--- src/rtl/sobcd_pkg.sv ---
// Types and constants shared by the command decoder files.
`timescale 1ns / 1ps
`default_nettype none
package sobcd_pkg;

  typedef enum logic [4:0] {
    MODE_INACTIVE = 5'b00001,
    MODE_COMMAND  = 5'b00010,
    MODE_DATA     = 5'b00100,
    MODE_CHECK    = 5'b01000,
    MODE_FAULTED  = 5'b10000
  } mode_t;

  typedef logic [6:0][2:0] param_tbl_t;

  // entry 0 is parameter code 1 (slew) ... entry 6 is code 7 (baud rate)
  localparam param_tbl_t PARAM_DEFAULTS = {3'd0, 3'd5, 3'd5, 3'd0, 3'd4, 3'd4, 3'd0};

  localparam logic [7:0] RESET_MASK       = 8'hE3;
  localparam logic [7:0] RESET_PATTERN    = 8'hC1;
  localparam logic [7:0] BYTE_DATA_SWITCH = 8'hE1;
  localparam logic [7:0] BYTE_ESCAPE      = 8'hE3;
  localparam logic [7:0] BYTE_RESET_REPLY = 8'hCD;
  localparam logic [7:0] BYTE_UNDEF_READ  = 8'hFE;
  localparam logic [7:0] MASK_READ_HI     = 8'hF0;
  localparam logic [7:0] MASK_WRITE       = 8'hFE;
  localparam logic [7:0] MASK_SINGLE_BIT  = 8'hFC;

  localparam logic [2:0] OP_SINGLE_BIT = 3'b100;
  localparam logic [2:0] OP_SEARCH     = 3'b101;
  localparam logic [2:0] OP_BUS_RESET  = 3'b110;

  localparam logic [2:0] PARAM_READ = 3'd0;
  localparam logic [2:0] PARAM_BAUD = 3'd7;
  localparam logic [2:0] BAUD_MAX   = 3'd3;

  localparam logic [1:0] SPEED_REGULAR = 2'd0;
  localparam logic [1:0] SPEED_INVALID = 2'd3;

  typedef struct packed {
    logic       reply_valid;
    logic [7:0] reply_byte;
    logic       protocol_error;
    logic [1:0] bus_speed;
  } result_t;

  typedef struct packed {
    mode_t      mode_next;
    logic       tbl_we;
    logic [2:0] tbl_idx;
    logic [2:0] tbl_val;
    logic       speed_we;
    logic [1:0] speed_val;
    logic       reply_valid;
    logic [7:0] reply_byte;
    logic       protocol_error;
  } dec_t;

endpackage
`default_nettype wire

--- src/rtl/sobcd_rx_if.sv ---
// Host byte channel.
`timescale 1ns / 1ps
`default_nettype none
interface sobcd_rx_if;
  logic       valid;
  logic       ready;
  logic [7:0] rx_byte;

  modport source (output valid, output rx_byte, input ready);
  modport sink (input valid, input rx_byte, output ready);
endinterface
`default_nettype wire

--- src/rtl/sobcd_tx_if.sv ---
// Result channel.
`timescale 1ns / 1ps
`default_nettype none
interface sobcd_tx_if;
  logic       valid;
  logic       ready;
  logic       reply_valid;
  logic [7:0] reply_byte;
  logic       protocol_error;
  logic [1:0] bus_speed;

  modport source (output valid, output reply_valid, output reply_byte,
                  output protocol_error, output bus_speed, input ready);
  modport sink (input valid, input reply_valid, input reply_byte,
                input protocol_error, input bus_speed, output ready);
endinterface
`default_nettype wire

--- src/rtl/sobcd_decode.sv ---
// Combinational decode of one host byte against the current mode and parameters.
`timescale 1ns / 1ps
`default_nettype none
module sobcd_decode (
  input  wire logic [7:0]           rx_byte,
  input  sobcd_pkg::mode_t          mode,
  input  sobcd_pkg::param_tbl_t     tbl,
  output sobcd_pkg::dec_t           dec
);

  logic       run_cmd;
  logic [2:0] code;
  logic [2:0] val;
  logic [2:0] op;
  logic [2:0] rd_idx;
  logic [1:0] sp;

  assign code   = rx_byte[6:4];
  assign val    = rx_byte[3:1];
  assign op     = rx_byte[7:5];
  assign rd_idx = val - 3'd1;
  assign sp     = rx_byte[3:2];

  always_comb begin
    dec             = '0;
    dec.mode_next   = mode;
    dec.tbl_idx     = code - 3'd1;
    dec.tbl_val     = val;
    dec.speed_val   = (sp == sobcd_pkg::SPEED_INVALID) ? sobcd_pkg::SPEED_REGULAR : sp;
    run_cmd         = 1'b0;

    case (mode)
      sobcd_pkg::MODE_INACTIVE: begin
        if ((rx_byte & sobcd_pkg::RESET_MASK) == sobcd_pkg::RESET_PATTERN) begin
          dec.mode_next = sobcd_pkg::MODE_COMMAND;
        end
      end
      sobcd_pkg::MODE_COMMAND: run_cmd = 1'b1;
      sobcd_pkg::MODE_DATA: begin
        if (rx_byte == sobcd_pkg::BYTE_ESCAPE) begin
          dec.mode_next = sobcd_pkg::MODE_CHECK;
        end
      end
      sobcd_pkg::MODE_CHECK: begin
        if (rx_byte == sobcd_pkg::BYTE_ESCAPE) begin
          dec.mode_next = sobcd_pkg::MODE_DATA;
        end else begin
          dec.mode_next = sobcd_pkg::MODE_COMMAND;
          run_cmd       = 1'b1;
        end
      end
      default: dec.mode_next = sobcd_pkg::MODE_FAULTED;
    endcase

    if (run_cmd) begin
      if (!rx_byte[0]) begin
        dec.protocol_error = 1'b1;
        dec.mode_next      = sobcd_pkg::MODE_FAULTED;
      end else if (rx_byte == sobcd_pkg::BYTE_DATA_SWITCH) begin
        dec.mode_next = sobcd_pkg::MODE_DATA;
      end else if (!rx_byte[7]) begin
        dec.reply_valid = 1'b1;
        if (code == sobcd_pkg::PARAM_READ) begin
          if (val == 3'd0) begin
            dec.reply_byte = sobcd_pkg::BYTE_UNDEF_READ;
          end else begin
            dec.reply_byte = (rx_byte & sobcd_pkg::MASK_READ_HI) | {4'd0, tbl[rd_idx], 1'b0};
          end
        end else begin
          dec.tbl_we     = (code != sobcd_pkg::PARAM_BAUD) || (val <= sobcd_pkg::BAUD_MAX);
          dec.reply_byte = rx_byte & sobcd_pkg::MASK_WRITE;
        end
      end else begin
        case (op)
          sobcd_pkg::OP_SINGLE_BIT: begin
            dec.reply_valid = 1'b1;
            dec.reply_byte  = rx_byte & sobcd_pkg::MASK_SINGLE_BIT;
          end
          sobcd_pkg::OP_SEARCH: ;
          sobcd_pkg::OP_BUS_RESET: begin
            dec.speed_we    = 1'b1;
            dec.mode_next   = sobcd_pkg::MODE_COMMAND;
            dec.reply_valid = 1'b1;
            dec.reply_byte  = sobcd_pkg::BYTE_RESET_REPLY;
          end
          default: begin
            dec.protocol_error = 1'b1;
            dec.mode_next      = sobcd_pkg::MODE_FAULTED;
          end
        endcase
      end
    end
  end

endmodule
`default_nettype wire

--- src/rtl/serial_onewire_bridge_command_decoder.sv ---
// Top level of the host command decoder for a serial to one-wire bridge.
// Every accepted host byte yields exactly one result transaction, in order: reply flag and
// byte, protocol error flag and the bus speed after that byte. Bytes are registered on entry,
// then decoded and applied to the mode, parameter and speed registers, and the result lands
// in an output register, so one byte per cycle is sustained while the output is taken; the
// mode loop closes through the mode register alone.
// Input is held off only while both registers are full and the output is not being taken.
// A protocol error leaves the block faulted, ignoring every byte silently, until reset.
`timescale 1ns / 1ps
`default_nettype none
module serial_onewire_bridge_command_decoder (
  input  wire logic   clk,
  input  wire logic   rst,
  sobcd_rx_if.sink    rx,
  sobcd_tx_if.source  tx
);

  logic                  s1_valid;
  logic [7:0]            s1_byte;
  logic                  out_valid;
  sobcd_pkg::result_t    out_res;
  sobcd_pkg::mode_t      mode;
  sobcd_pkg::param_tbl_t tbl;
  logic [1:0]            speed;
  sobcd_pkg::dec_t       dec;
  logic                  advance;
  logic [1:0]            speed_next;

  sobcd_decode u_decode (
    .rx_byte (s1_byte),
    .mode    (mode),
    .tbl     (tbl),
    .dec     (dec)
  );

  assign advance    = s1_valid && (!out_valid || tx.ready);
  assign rx.ready   = !s1_valid || advance;
  assign speed_next = dec.speed_we ? dec.speed_val : speed;

  always_ff @(posedge clk) begin
    if (rst) begin
      s1_valid <= 1'b0;
    end else if (rx.ready) begin
      s1_valid <= rx.valid;
    end
  end

  always_ff @(posedge clk) begin
    if (rx.ready && rx.valid) begin
      s1_byte <= rx.rx_byte;
    end
  end

  always_ff @(posedge clk) begin
    if (rst) begin
      mode  <= sobcd_pkg::MODE_INACTIVE;
      tbl   <= sobcd_pkg::PARAM_DEFAULTS;
      speed <= sobcd_pkg::SPEED_REGULAR;
    end else if (advance) begin
      mode  <= dec.mode_next;
      speed <= speed_next;
      if (dec.tbl_we) begin
        tbl[dec.tbl_idx] <= dec.tbl_val;
      end
    end
  end

  always_ff @(posedge clk) begin
    if (rst) begin
      out_valid <= 1'b0;
    end else if (advance) begin
      out_valid <= 1'b1;
    end else if (tx.ready) begin
      out_valid <= 1'b0;
    end
  end

  always_ff @(posedge clk) begin
    if (advance) begin
      out_res.reply_valid    <= dec.reply_valid;
      out_res.reply_byte     <= dec.reply_byte;
      out_res.protocol_error <= dec.protocol_error;
      out_res.bus_speed      <= speed_next;
    end
  end

  assign tx.valid          = out_valid;
  assign tx.reply_valid    = out_res.reply_valid;
  assign tx.reply_byte     = out_res.reply_byte;
  assign tx.protocol_error = out_res.protocol_error;
  assign tx.bus_speed      = out_res.bus_speed;

  a_error_faults: assert property (@(posedge clk) disable iff (rst)
    advance && dec.protocol_error |=> mode == sobcd_pkg::MODE_FAULTED)
    else $error("protocol error did not fault the decoder");

  a_fault_sticky: assert property (@(posedge clk) disable iff (rst)
    mode == sobcd_pkg::MODE_FAULTED |=> mode == sobcd_pkg::MODE_FAULTED)
    else $error("faulted mode left without reset");

  a_no_reply_zero: assert property (@(posedge clk) disable iff (rst)
    tx.valid && !tx.reply_valid |-> tx.reply_byte == 8'd0)
    else $error("reply byte not cleared without reply");

  a_err_no_reply: assert property (@(posedge clk) disable iff (rst)
    tx.valid && tx.protocol_error |-> !tx.reply_valid)
    else $error("reply sent with protocol error");

  a_speed_legal: assert property (@(posedge clk) disable iff (rst)
    advance |=> speed != sobcd_pkg::SPEED_INVALID)
    else $error("illegal bus speed stored");

endmodule
`default_nettype wire

--- src/flat_wrapper.sv ---
// flat-port wrapper written by rule: the top's interface ports become plain ports
module serial_onewire_bridge_command_decoder_flat 
  (clk, rst, rx_valid, rx_rx_byte, rx_ready, tx_valid, tx_reply_valid, tx_reply_byte, tx_protocol_error, tx_bus_speed, tx_ready);
  sobcd_rx_if rx_i ();
  sobcd_tx_if tx_i ();
  input  wire logic clk;
  input  wire logic rst;
  input wire logic [$bits(rx_i.valid)-1:0] rx_valid;
  input wire logic [$bits(rx_i.rx_byte)-1:0] rx_rx_byte;
  output wire logic [$bits(rx_i.ready)-1:0] rx_ready;
  output wire logic [$bits(tx_i.valid)-1:0] tx_valid;
  output wire logic [$bits(tx_i.reply_valid)-1:0] tx_reply_valid;
  output wire logic [$bits(tx_i.reply_byte)-1:0] tx_reply_byte;
  output wire logic [$bits(tx_i.protocol_error)-1:0] tx_protocol_error;
  output wire logic [$bits(tx_i.bus_speed)-1:0] tx_bus_speed;
  input wire logic [$bits(tx_i.ready)-1:0] tx_ready;
  assign rx_i.valid = rx_valid;
  assign rx_i.rx_byte = rx_rx_byte;
  assign rx_ready = rx_i.ready;
  assign tx_valid = tx_i.valid;
  assign tx_reply_valid = tx_i.reply_valid;
  assign tx_reply_byte = tx_i.reply_byte;
  assign tx_protocol_error = tx_i.protocol_error;
  assign tx_bus_speed = tx_i.bus_speed;
  assign tx_i.ready = tx_ready;
  serial_onewire_bridge_command_decoder u_core (.clk(clk), .rst(rst), .rx(rx_i), .tx(tx_i));
endmodule
--- config.mk ---
export PLATFORM = sky130hd
export DESIGN_NAME = serial_onewire_bridge_command_decoder_flat
export DESIGN_NICKNAME = d
export VERILOG_FILES = /design/src/rtl/sobcd_pkg.sv /design/src/rtl/sobcd_rx_if.sv /design/src/rtl/sobcd_tx_if.sv /design/src/rtl/sobcd_decode.sv /design/src/rtl/serial_onewire_bridge_command_decoder.sv /design/src/flat_wrapper.sv
export SDC_FILE = /design/constraint.sdc
export NUM_CORES = 1
export LEC_CHECK = 0
export BUFFER_PORTS_ARGS = -buffer_cell sky130_fd_sc_hd__buf_4
export CAP_MARGIN = 5
export CELL_PAD_IN_SITES_DETAIL_PLACEMENT = 1
export CELL_PAD_IN_SITES_GLOBAL_PLACEMENT = 1
export CORE_UTILIZATION = 44
export CTS_BUF_LIST = sky130_fd_sc_hd__clkbuf_8
export DETAILED_ROUTE_END_ITERATION = 10
export GPL_ROUTABILITY_DRIVEN = 0
export PLACE_DENSITY = 0.89
export SLEW_MARGIN = 25
export SYNTH_ARGS = -nofsm -noshare
export SYNTH_HDL_FRONTEND = slang
export SYNTH_SLANG_ARGS = --single-unit
--- constraint.sdc ---
create_clock -name clk -period 2.4 [get_ports clk]
set_clock_uncertainty 0.15 [all_clocks]
set_input_delay 0.48 -clock clk [delete_from_list [all_inputs] [get_ports clk]]
set_output_delay 0.48 -clock clk [all_outputs]
set_load 0.01 [all_outputs]
After elaboration in Yosys (flattened, before gate mapping)
Cells that the tools add are included.
{ "word_totals": {"latchBits": 0, "memories": 0, "mem_bits_rw": 0, "elab_cells": 89, "romBits": 0, "out_inout_bits": 14, "ff_bits": 50} }
{ "classes": {"n_mux": 37, "bitwise_logic": 3, "multipliers": 0, "n_div": 0, "magnitude_cmp": 4, "eq_ne": 12, "reduce_logical": 15, "n_shift": 0, "addsub": 2} }
{ "op_table": {"columns": ["cell", "count"], "rows": [
  ["$mux W5", 5],
  ["$bwmux W21", 1],
  ["$pmux W5 S4", 1],
  ["$pmux W9 S2", 1],
  ["$eq A8 B8 Y1 const B", 2],
  ["$mux W1", 16],
  ["$mux W8", 2],
  ["$pmux W5 S2", 1],
  ["$bmux W3 S3", 1],
  ["$demux W3 S3", 1],
  ["$eq A3 B3 Y1 const B", 3],
  ["$mux W3", 3],
  ["$mux W9", 1],
  ["$lt A3 B4 Y1 const B", 2],
  ["$or A8 B4 Y8", 1],
  ["$logic_not A3 Y1", 2],
  ["$mux W6", 1],
  ["$reduce_or A3 Y1", 2],
  ["$sub A3 B1 Y3 const B", 2],
  ["$eq A5 B1 Y1 const B", 1],
  ["$eq A5 B2 Y1 const B", 1],
  ["$eq A5 B3 Y1 const B", 1],
  ["$eq A5 B4 Y1 const B", 1],
  ["$eq A5 B5 Y1 const B", 1],
  ["other kinds (13)", 20]
]} }

Longest topological paths before layout
Gate-level depths: netlist of run 1.
{ "logic_depth": {"ltp_word": 9, "ltp_mapped": 9, "ltp_nobuf": 8} }

Modules after synthesis
A second synthesis of run 1 with hierarchy kept.
{ "unflattened": {"hier_cells": 266, "hier_area_um2": 2726.4} }
{ "modules_own_cells": {"columns": ["mod", "cells_per_inst", "instances", "area_per_inst_um2"], "rows": [
  ["serial_onewire_bridge_command_decoder", 150, 1, 1871.8],
  ["sobcd_decode", 116, 1, 854.6]
]} }

Least setup slack after synthesis of run 1
OpenSTA, ideal clock, no wires.
{ "synth_timing": {"path_kind": "flip-flop to flip-flop", "startpoint": "reg u_core.s1_byte[1]", "endpoint": "reg, netlist name u_core.tx.reply_byte[1]", "path_buffers": 1, "t_arrival_ns": 1.901, "path_stages_with_launch": 8, "required_time_ns": 1.985, "period_less_slack_ns": 2.316, "setup_slack_ns": 0.084, "cell_sequence": "edfxtp_1 buf_2 inv_2 ha_1 xor2_1 mux4_2 o21ai_0 a31oi_1"} }
{ "synth_via": {"elab_chain_cells": 7, "elab_cells_between_ends": 14} }
{ "synth_rtl": {"columns": ["element", "line", "source"], "rows": [
  ["from (decl)", "serial_onewire_bridge_command_decoder.sv:19", "logic [7:0] s1_byte;"],
  ["from (signal assigned)", "serial_onewire_bridge_command_decoder.sv:50", "s1_byte <= rx.rx_byte;"],
  ["$sub A3 B1 Y3", "sobcd_decode.sv:21", "assign rd_idx = val - 3'd1;"],
  ["$bmux W3 S3", "sobcd_decode.sv:67", "dec.reply_byte = (rx_byte & sobcd_pkg::MASK_READ_HI) | {4'd0, tbl[rd_idx], 1'b0};"],
  ["$mux W3 (not written as such)", "sobcd_decode.sv:67", null],
  ["$or A8 B4 Y8", "sobcd_decode.sv:67", null],
  ["$mux W8", "sobcd_decode.sv:64", "if (val == 3'd0) begin"],
  ["$mux W8", "sobcd_decode.sv:63", "if (code == sobcd_pkg::PARAM_READ) begin"],
  ["$mux W9", "sobcd_decode.sv:61", "end else if (!rx_byte[7]) begin"]
]} }
Several ways; a longest one is shown, not always the timed one. The select of a mux whose other input is x is not followed.
A chain may end at the register's enable or synchronous reset.

Worst setup path in the final report of run 1
{ "layout_timing": {"startpoint": "reg u_core.s1_byte[2]", "endpoint": "reg, netlist name u_core.tx.reply_byte[3]"} }
{ "layout_via": {"elab_chain_cells": 7, "elab_cells_between_ends": 14} }
{ "layout_rtl": {"columns": ["element", "line"], "rows": [
  ["$sub A3 B1 Y3", "sobcd_decode.sv:21"],
  ["$bmux W3 S3", "sobcd_decode.sv:67"],
  ["$mux W3 (not written as such)", "sobcd_decode.sv:67"],
  ["$or A8 B4 Y8", "sobcd_decode.sv:67"],
  ["$mux W8", "sobcd_decode.sv:64"],
  ["$mux W8", "sobcd_decode.sv:63"],
  ["$mux W9", "sobcd_decode.sv:61"]
]} }
Several ways; a longest one is shown, not always the timed one. The select of a mux whose other input is x is not followed.

==> impl_metrics.py, run 1 <==
metrics = {
    "status": {
        "status": "finished clean",
    },
    "placement": {
        "dp_slack_ns": 0.113,
        "dp_hpwl_um": 5060,
        "placed_area_sq_um": 3060,
        "dp.cells": 369,
        "portBuffers": 25,
    },
    "global_routing": {
        "antenna_found_initial": 0,
        "overflow": 0,
        "groute.usage.overall": 0.222,
        "grt_pass1_wl_um": 10900,
        "grt_max_degree": 36,
        "grt_pass1_vias": 2137,
    },
    "floorplan": {
        "start_util": 0.464,
        "rows": 28,
        "ios": 26,
        "die_w_um": 81.5,
        "dieArea_sq_um": 6630,
        "core-area_sq_um": 5990,
        "die_h_um": 81.5,
    },
    "synthesis": {
        "synthCells": 271,
        "yosysWarnings": 0,
        "syn_area_sq_um": 2780,
        "avgSynthCellArea_sq_um": 10.2,
        "synth_fp_nets": 290,
        "synth-seq-cells": 50,
        "synth_area_leaders": "dfxtp_1 22%, edfxtp_1 22%, mux2i_1 9.0%",
        "synth_cell_type_count": 58,
        "yosysSeqAreaShare": 0.432,
        "synth-async-reset-ratio": 0,
        "synth_edf_count": 20,
        "synth_top_area_cell": "dfxtp_1",
        "synthFlopType": "dfxtp_1",
        "synth_top_area_share": 0.216,
    },
    "drt": {
        "drc": 0,
        "ant_nets": 0,
        "wl_per_cell_um": 18.3,
        "vias": 2166,
        "firstDrtPassIters": 4,
        "wirelength_um": 6890,
        "drt_first_iter_violations": 119,
        "vias_per_cell": 5.75,
    },
    "pwr": {
        "vdd_drop_max_v": 0.000259,
        "p_int_mw": 1.32,
        "seqPwrFrac": 0.518,
        "powerDensity_nw_per_um2": 558,
        "leakagePower_nw": 1.32,
        "p_sw_frac": 0.260,
        "p_sw_mw": 0.464,
        "combPwrFrac": 0.129,
        "p_clk_frac": 0.353,
    },
    "timing": {
        "fmax_mhz": 437,
        "fin_crit_ns": 2.29,
        "hold_viol_final": 0,
        "slew_viol_final": 0,
        "tightest_slew_ns": 0.560,
        "period_share": 0.952,
        "relSlewSlack": 0.625,
        "setup_viol": 0,
        "worst_slack_ns": 0.114,
    },
    "clocking": {
        "root_buffer": "clkbuf_8",
        "cts_max_path_buffers": 2,
        "clk_pin_slew_ns": 0.10,
        "h-tree-depth": 2,
        "cts_setup_buffers": 0,
        "cts_tree": "built",
        "clk_latency_ns": 0.31,
        "cts_sinks": 50,
        "cts_buffers": 5,
    },
    "worst_setup_path": {
        "startpoint_type": "register",
        "critPathMaxStageDelay_ns": 0.44,
        "path_max_fanout": 8,
        "arrival_ns": 2.22,
        "crit_path_cell_trace": "inv_2 -> ha_2 -> mux2i_1 -> o22ai_1 -> o32ai_1 -> a21oi_1 -> a21o_1",
        "cp.required_ns": 2.33,
        "path_buf_inv": 1,
        "critPathKind": "register to register",
        "end_kind": "register",
        "critPathSlowestCell": "ha_2",
        "critical-path-top-delay-family": "compound AO/OA/AOI/OAI gates",
    },
    "finish": {
        "layout_commonest_cell": "buf_4",
        "final_cell_mix": "39 x buf_4, 30 x dfxtp_1, 27 x nor2_1, 27 x nand2b_1, 25 x mux2i_1",
        "finish.instance_area_sq_um": 3200,
        "final_nets": 320,
        "drive_above_1_share": 0.225,
        "instances_no_fill": 377,
        "antennaDiodeCount": 0,
        "n_fill_cell": 671,
        "syn_to_final_growth_pct": 15.0,
    },
    "flow_run": {
        "maxCapViolations": 0,
    },
    "min_path": {
        "hold_path_class": "input pin to register",
    },
}
-- state kept, by name, summed over array words and instances, names as in the netlist --
signal                    count
u_core.tbl                   21
u_core.s1_byte                8
u_core.tx.reply_byte          8
u_core.mode                   5
u_core.speed                  2
u_core.tx.bus_speed           2
u_core.s1_valid               1
u_core.tx.protocol_error      1
u_core.tx.reply_valid         1
u_core.tx.valid               1
-- logic make-up (layout without fill, tap and decap cells) --
group / Yosys count / after routing / share of synthesized area
XOR/XNOR: 4 / 4 / 0.0126
multiplexers: 29 / 29 / 0.118
adder cells (fa/ha/maj): 7 / 7 / 0.0315
AO/OA/AOI/OAI: 44 / 44 / 0.117
AND/OR/NAND/NOR: 112 / 112 / 0.238
flip-flops: 50 / 50 / 0.432
buffers and inverters: 25 / 56 / 0.0500
-- cell type report --
class,instances,area [sq um],area share
sequential,50,1200,0.376
multi-input combinational,196,1460,0.456
timing repair buffer,39,293,0.0916
clock inverter,3,47.5,0.0149
inverter,9,33.8,0.0106
clock buffer,5,68.8,0.0215
tap,75,93.8,0.0294
-- metrics by stage --
step / power, mW / TNS, ns / hold WS [ns] / util
CTS: 1.78 / 0 / 0.190 / 0.530
global route: 1.85 / -0.00145 / 0.182 / 0.533
global placement: 1.15 / 0 / 0.302 / 0.511
detailed placement: 1.16 / 0 / 0.320 / 0.511
floorplan: 1.08 / 0 / 0.287 / -
finish: 1.78 / 0 / 0.191 / 0.533
-- synthesized netlist by cell type, types with 4 or more instances --
cell,n
nor3_1,5
nand2b_1,27
a21oi_1,6
o21ai_0,8
ha_1,7
nand2_1,12
edfxtp_1,20
inv_1,6
clkbuf_1,6
and3_1,6
nor2_1,27
buf_6,5
nand4_1,6
nand3_1,5
nor2b_1,4
mux2i_1,25
dfxtp_1,30
-- worst register-to-register path, stage by stage, from the launching register on --
cell and delay, ns:
edfxtp_1 0.39, inv_2 0.07, ha_2 0.44, mux2i_1 0.28, o22ai_1 0.14, o32ai_1 0.32
a21oi_1 0.09, a21o_1 0.18
-- layer usage --
layer | track usage | up-vias | routed length (um)
met5 | 0 | - | 0
met4 | 0.0768 | 0 | 123
met1 | 0.285 | 1070 | 3050
met2 | 0.375 | 43 | 3500
li1 | - | 1042 | -
met3 | 0.0356 | 11 | 211
-- power groups by stage --
| stage | Combinational [mW] | Sequential (mW) | Clock [mW] |
|---|---|---|---|
| finish | 0.231 | 0.924 | 0.629 |
| global route | 0.250 | 0.927 | 0.673 |
| CTS | 0.225 | 0.924 | 0.633 |
| detailed placement | 0.221 | 0.943 | 0 |
| global placement | 0.211 | 0.942 | 0 |
| floorplan | 0.145 | 0.938 | 0 |
-- worst paths after layout --
check / startpoint / end / slack [ns] / depth (start not counted)
worst max-delay path: u_core.s1_byte[2] / u_core.tx.reply_byte[3] / 0.11 / 7
worst min-delay path: rx_rx_byte[2] / u_core.s1_byte[2] / 0.19 / 1
worst max register to register: u_core.s1_byte[2] / u_core.tx.reply_byte[3] / 0.11 / 7
worst min register to register: u_core.speed[1] / u_core.speed[1] / 0.33 / 2
-- what timing repair did --
item	in CTS	in global routing
hold buffers	0	0
resized for setup	0	5
setup endpoints to repair	0	4
No activity file was read; power rests on OpenSTA's default activity.
==> run 2, diff against run 1 <==
--- a/config.mk
+++ b/config.mk
@@ -14,6 +14,7 @@
 export DETAILED_ROUTE_END_ITERATION = 10
 export GPL_ROUTABILITY_DRIVEN = 0
 export PLACE_DENSITY = 0.89
+export RECOVER_POWER = 25
 export SLEW_MARGIN = 25
 export SYNTH_ARGS = -nofsm -noshare
 export SYNTH_HDL_FRONTEND = slang
==> impl_metrics.py, run 2 (same netlist as run 1, synthesis figures left out) <==
metrics = {
    "drt": {
        "firstDrtPassIters": 4,
        "drc": 0,
        "ant_nets": 0,
        "wirelength_um": 6900,
        "drt_first_iter_violations": 112,
        "vias_per_cell": 5.73,
        "vias": 2162,
        "wl_per_cell_um": 18.3,
    },
    "timing": {
        "slew_viol_final": 0,
        "worst_slack_ns": 0.107,
        "hold_viol_final": 0,
        "relSlewSlack": 0.630,
        "tightest_slew_ns": 0.552,
        "setup_viol": 0,
        "fin_crit_ns": 2.29,
        "final.setup.tns_ns": 0,
        "period_share": 0.956,
        "fmax_mhz": 436,
    },
    "global_routing": {
        "groute.usage.overall": 0.222,
        "grt_pass1_wl_um": 10900,
        "overflow": 0,
        "grt_max_degree": 36,
        "antenna_found_initial": 0,
        "grt_pass1_vias": 2137,
    },
    "floorplan": {
        "dieArea_sq_um": 6630,
        "start_util": 0.464,
        "die_w_um": 81.5,
        "die_h_um": 81.5,
        "ios": 26,
        "rows": 28,
        "core-area_sq_um": 5990,
    },
    "finish": {
        "instances_no_fill": 377,
        "antennaDiodeCount": 0,
        "regMostFlops": "u_core.tbl",
        "layout_commonest_cell": "dfxtp_1",
        "top_regs": "u_core.tbl: 21 flops, u_core.s1_byte: 8 flops, u_core.tx.reply_byte: 8 flops",
        "drive_above_1_share": 0.189,
        "final_cell_mix": "30 x dfxtp_1, 27 x nor2_1, 27 x nand2b_1, 25 x mux2i_1",
        "largest_reg_flops": 21,
        "final_nets": 320,
        "utilization": 0.527,
        "syn_to_final_growth_pct": 13.6,
    },
    "placement": {
        "portBuffers": 25,
        "dp_hpwl_um": 5060,
        "dp.cells": 369,
        "dp_slack_ns": 0.113,
    },
    "clocking": {
        "clk_latency_ns": 0.31,
        "clk_pin_slew_ns": 0.10,
        "cts_sinks": 50,
        "root_buffer": "clkbuf_8",
        "cts_tree": "built",
        "cts_buffers": 5,
        "h-tree-depth": 2,
        "cts_max_path_buffers": 2,
    },
    "status": {
        "status": "finished clean",
    },
    "worst_setup_path": {
        "path_max_fanout": 8,
        "cp.required_ns": 2.33,
        "regToRegSetupSlack_ns": 0.11,
        "end_kind": "register",
        "arrival_ns": 2.22,
        "critPathKind": "register to register",
        "path_buf_inv": 1,
        "critical-path-top-delay-family": "compound AO/OA/AOI/OAI gates",
        "reg2regPathDepth": 7,
        "worstSetupEndpoint": "u_core.tx.reply_byte[3]",
        "critPathMaxStageDelay_ns": 0.44,
        "reg2reg_to": "u_core.tx.reply_byte[3]",
        "crit_start": "u_core.s1_byte[2]",
        "crit-reg2reg-launch": "u_core.s1_byte[2]",
        "crit_cells": 7,
        "startpoint_type": "register",
        "crit_path_cell_trace": "inv_2 -> ha_2 -> mux2i_1 -> o22ai_1 -> o32ai_1 -> a21oi_1 -> a21o_1",
        "critPathSlowestCell": "ha_2",
    },
    "pwr": {
        "powerDensity_nw_per_um2": 563,
        "vdd_drop_max_v": 0.000259,
        "power_mw": 1.78,
        "leakagePower_nw": 1.28,
    },
    "min_path": {
        "holdPathStages": 1,
        "hold_path_class": "input pin to register",
    },
    "flow_run": {
        "maxCapViolations": 0,
    },
}
==> run 2: cell types whose count changed in the layout (fill, tap and decap cells not counted), sizes merged <==
cell / delta
clkbuf: +19
buf: -19
==> run 2: worst min path at each step <==
stage | startpoint | to | slack [ns]
finish | rx_rx_byte[2] | u_core.s1_byte[2] | 0.21
global route | rx_rx_byte[3] | u_core.s1_byte[3] | 0.21
CTS | rx_rx_byte[3] | u_core.s1_byte[3] | 0.19
detailed placement | u_core.speed[1] | u_core.speed[1] | 0.32
global placement | u_core.speed[1] | u_core.speed[1] | 0.30
floorplan | u_core.speed[1] | u_core.speed[1] | 0.29
==> run 2: timing repair <==
action,in CTS,in global routing
setup endpoints to repair,0,4
setup buffers,0,0
gates resized for setup,0,5
hold buffers,0,0
endpoints found under the hold margin,0,0
==> run 2: layout make-up <==
class	instances	area, sq um
timing repair buffer	39	251
fill	670	2840
tap	75	93.8
sequential	50	1200
clock inverter	3	47.5
inverter	9	33.8
clock buffer	5	68.8
multi-input combinational	196	1460
==> run 2: where the power goes <==
group	total, mW	internal, mW	switching [mW]	leakage, nW
clock network	0.628	0.317	0.311	0.0587
registers	0.924	0.902	0.0220	0.438
logic	0.225	0.0957	0.129	0.784
total	1.78	1.31	0.463	1.28
==> run 2: through the flow <==
stage,hold slack (ns),cell area [sq um]
2_1_floorplan,0.287,2780
3_3_place_gp,0.302,3060
3_5_place_dp,0.320,3060
4_1_cts,0.190,3180
5_1_grt,0.205,3150
6_report,0.213,3150
==> run 2: layer usage <==
layer / wire, um / vias up / global-route usage
li1: - / 1041 / -
met1: 3110 / 1074 / 0.285
met2: 3490 / 35 / 0.375
met3: 167 / 12 / 0.0356
met4: 133 / 0 / 0.0768
met5: 0 / - / 0
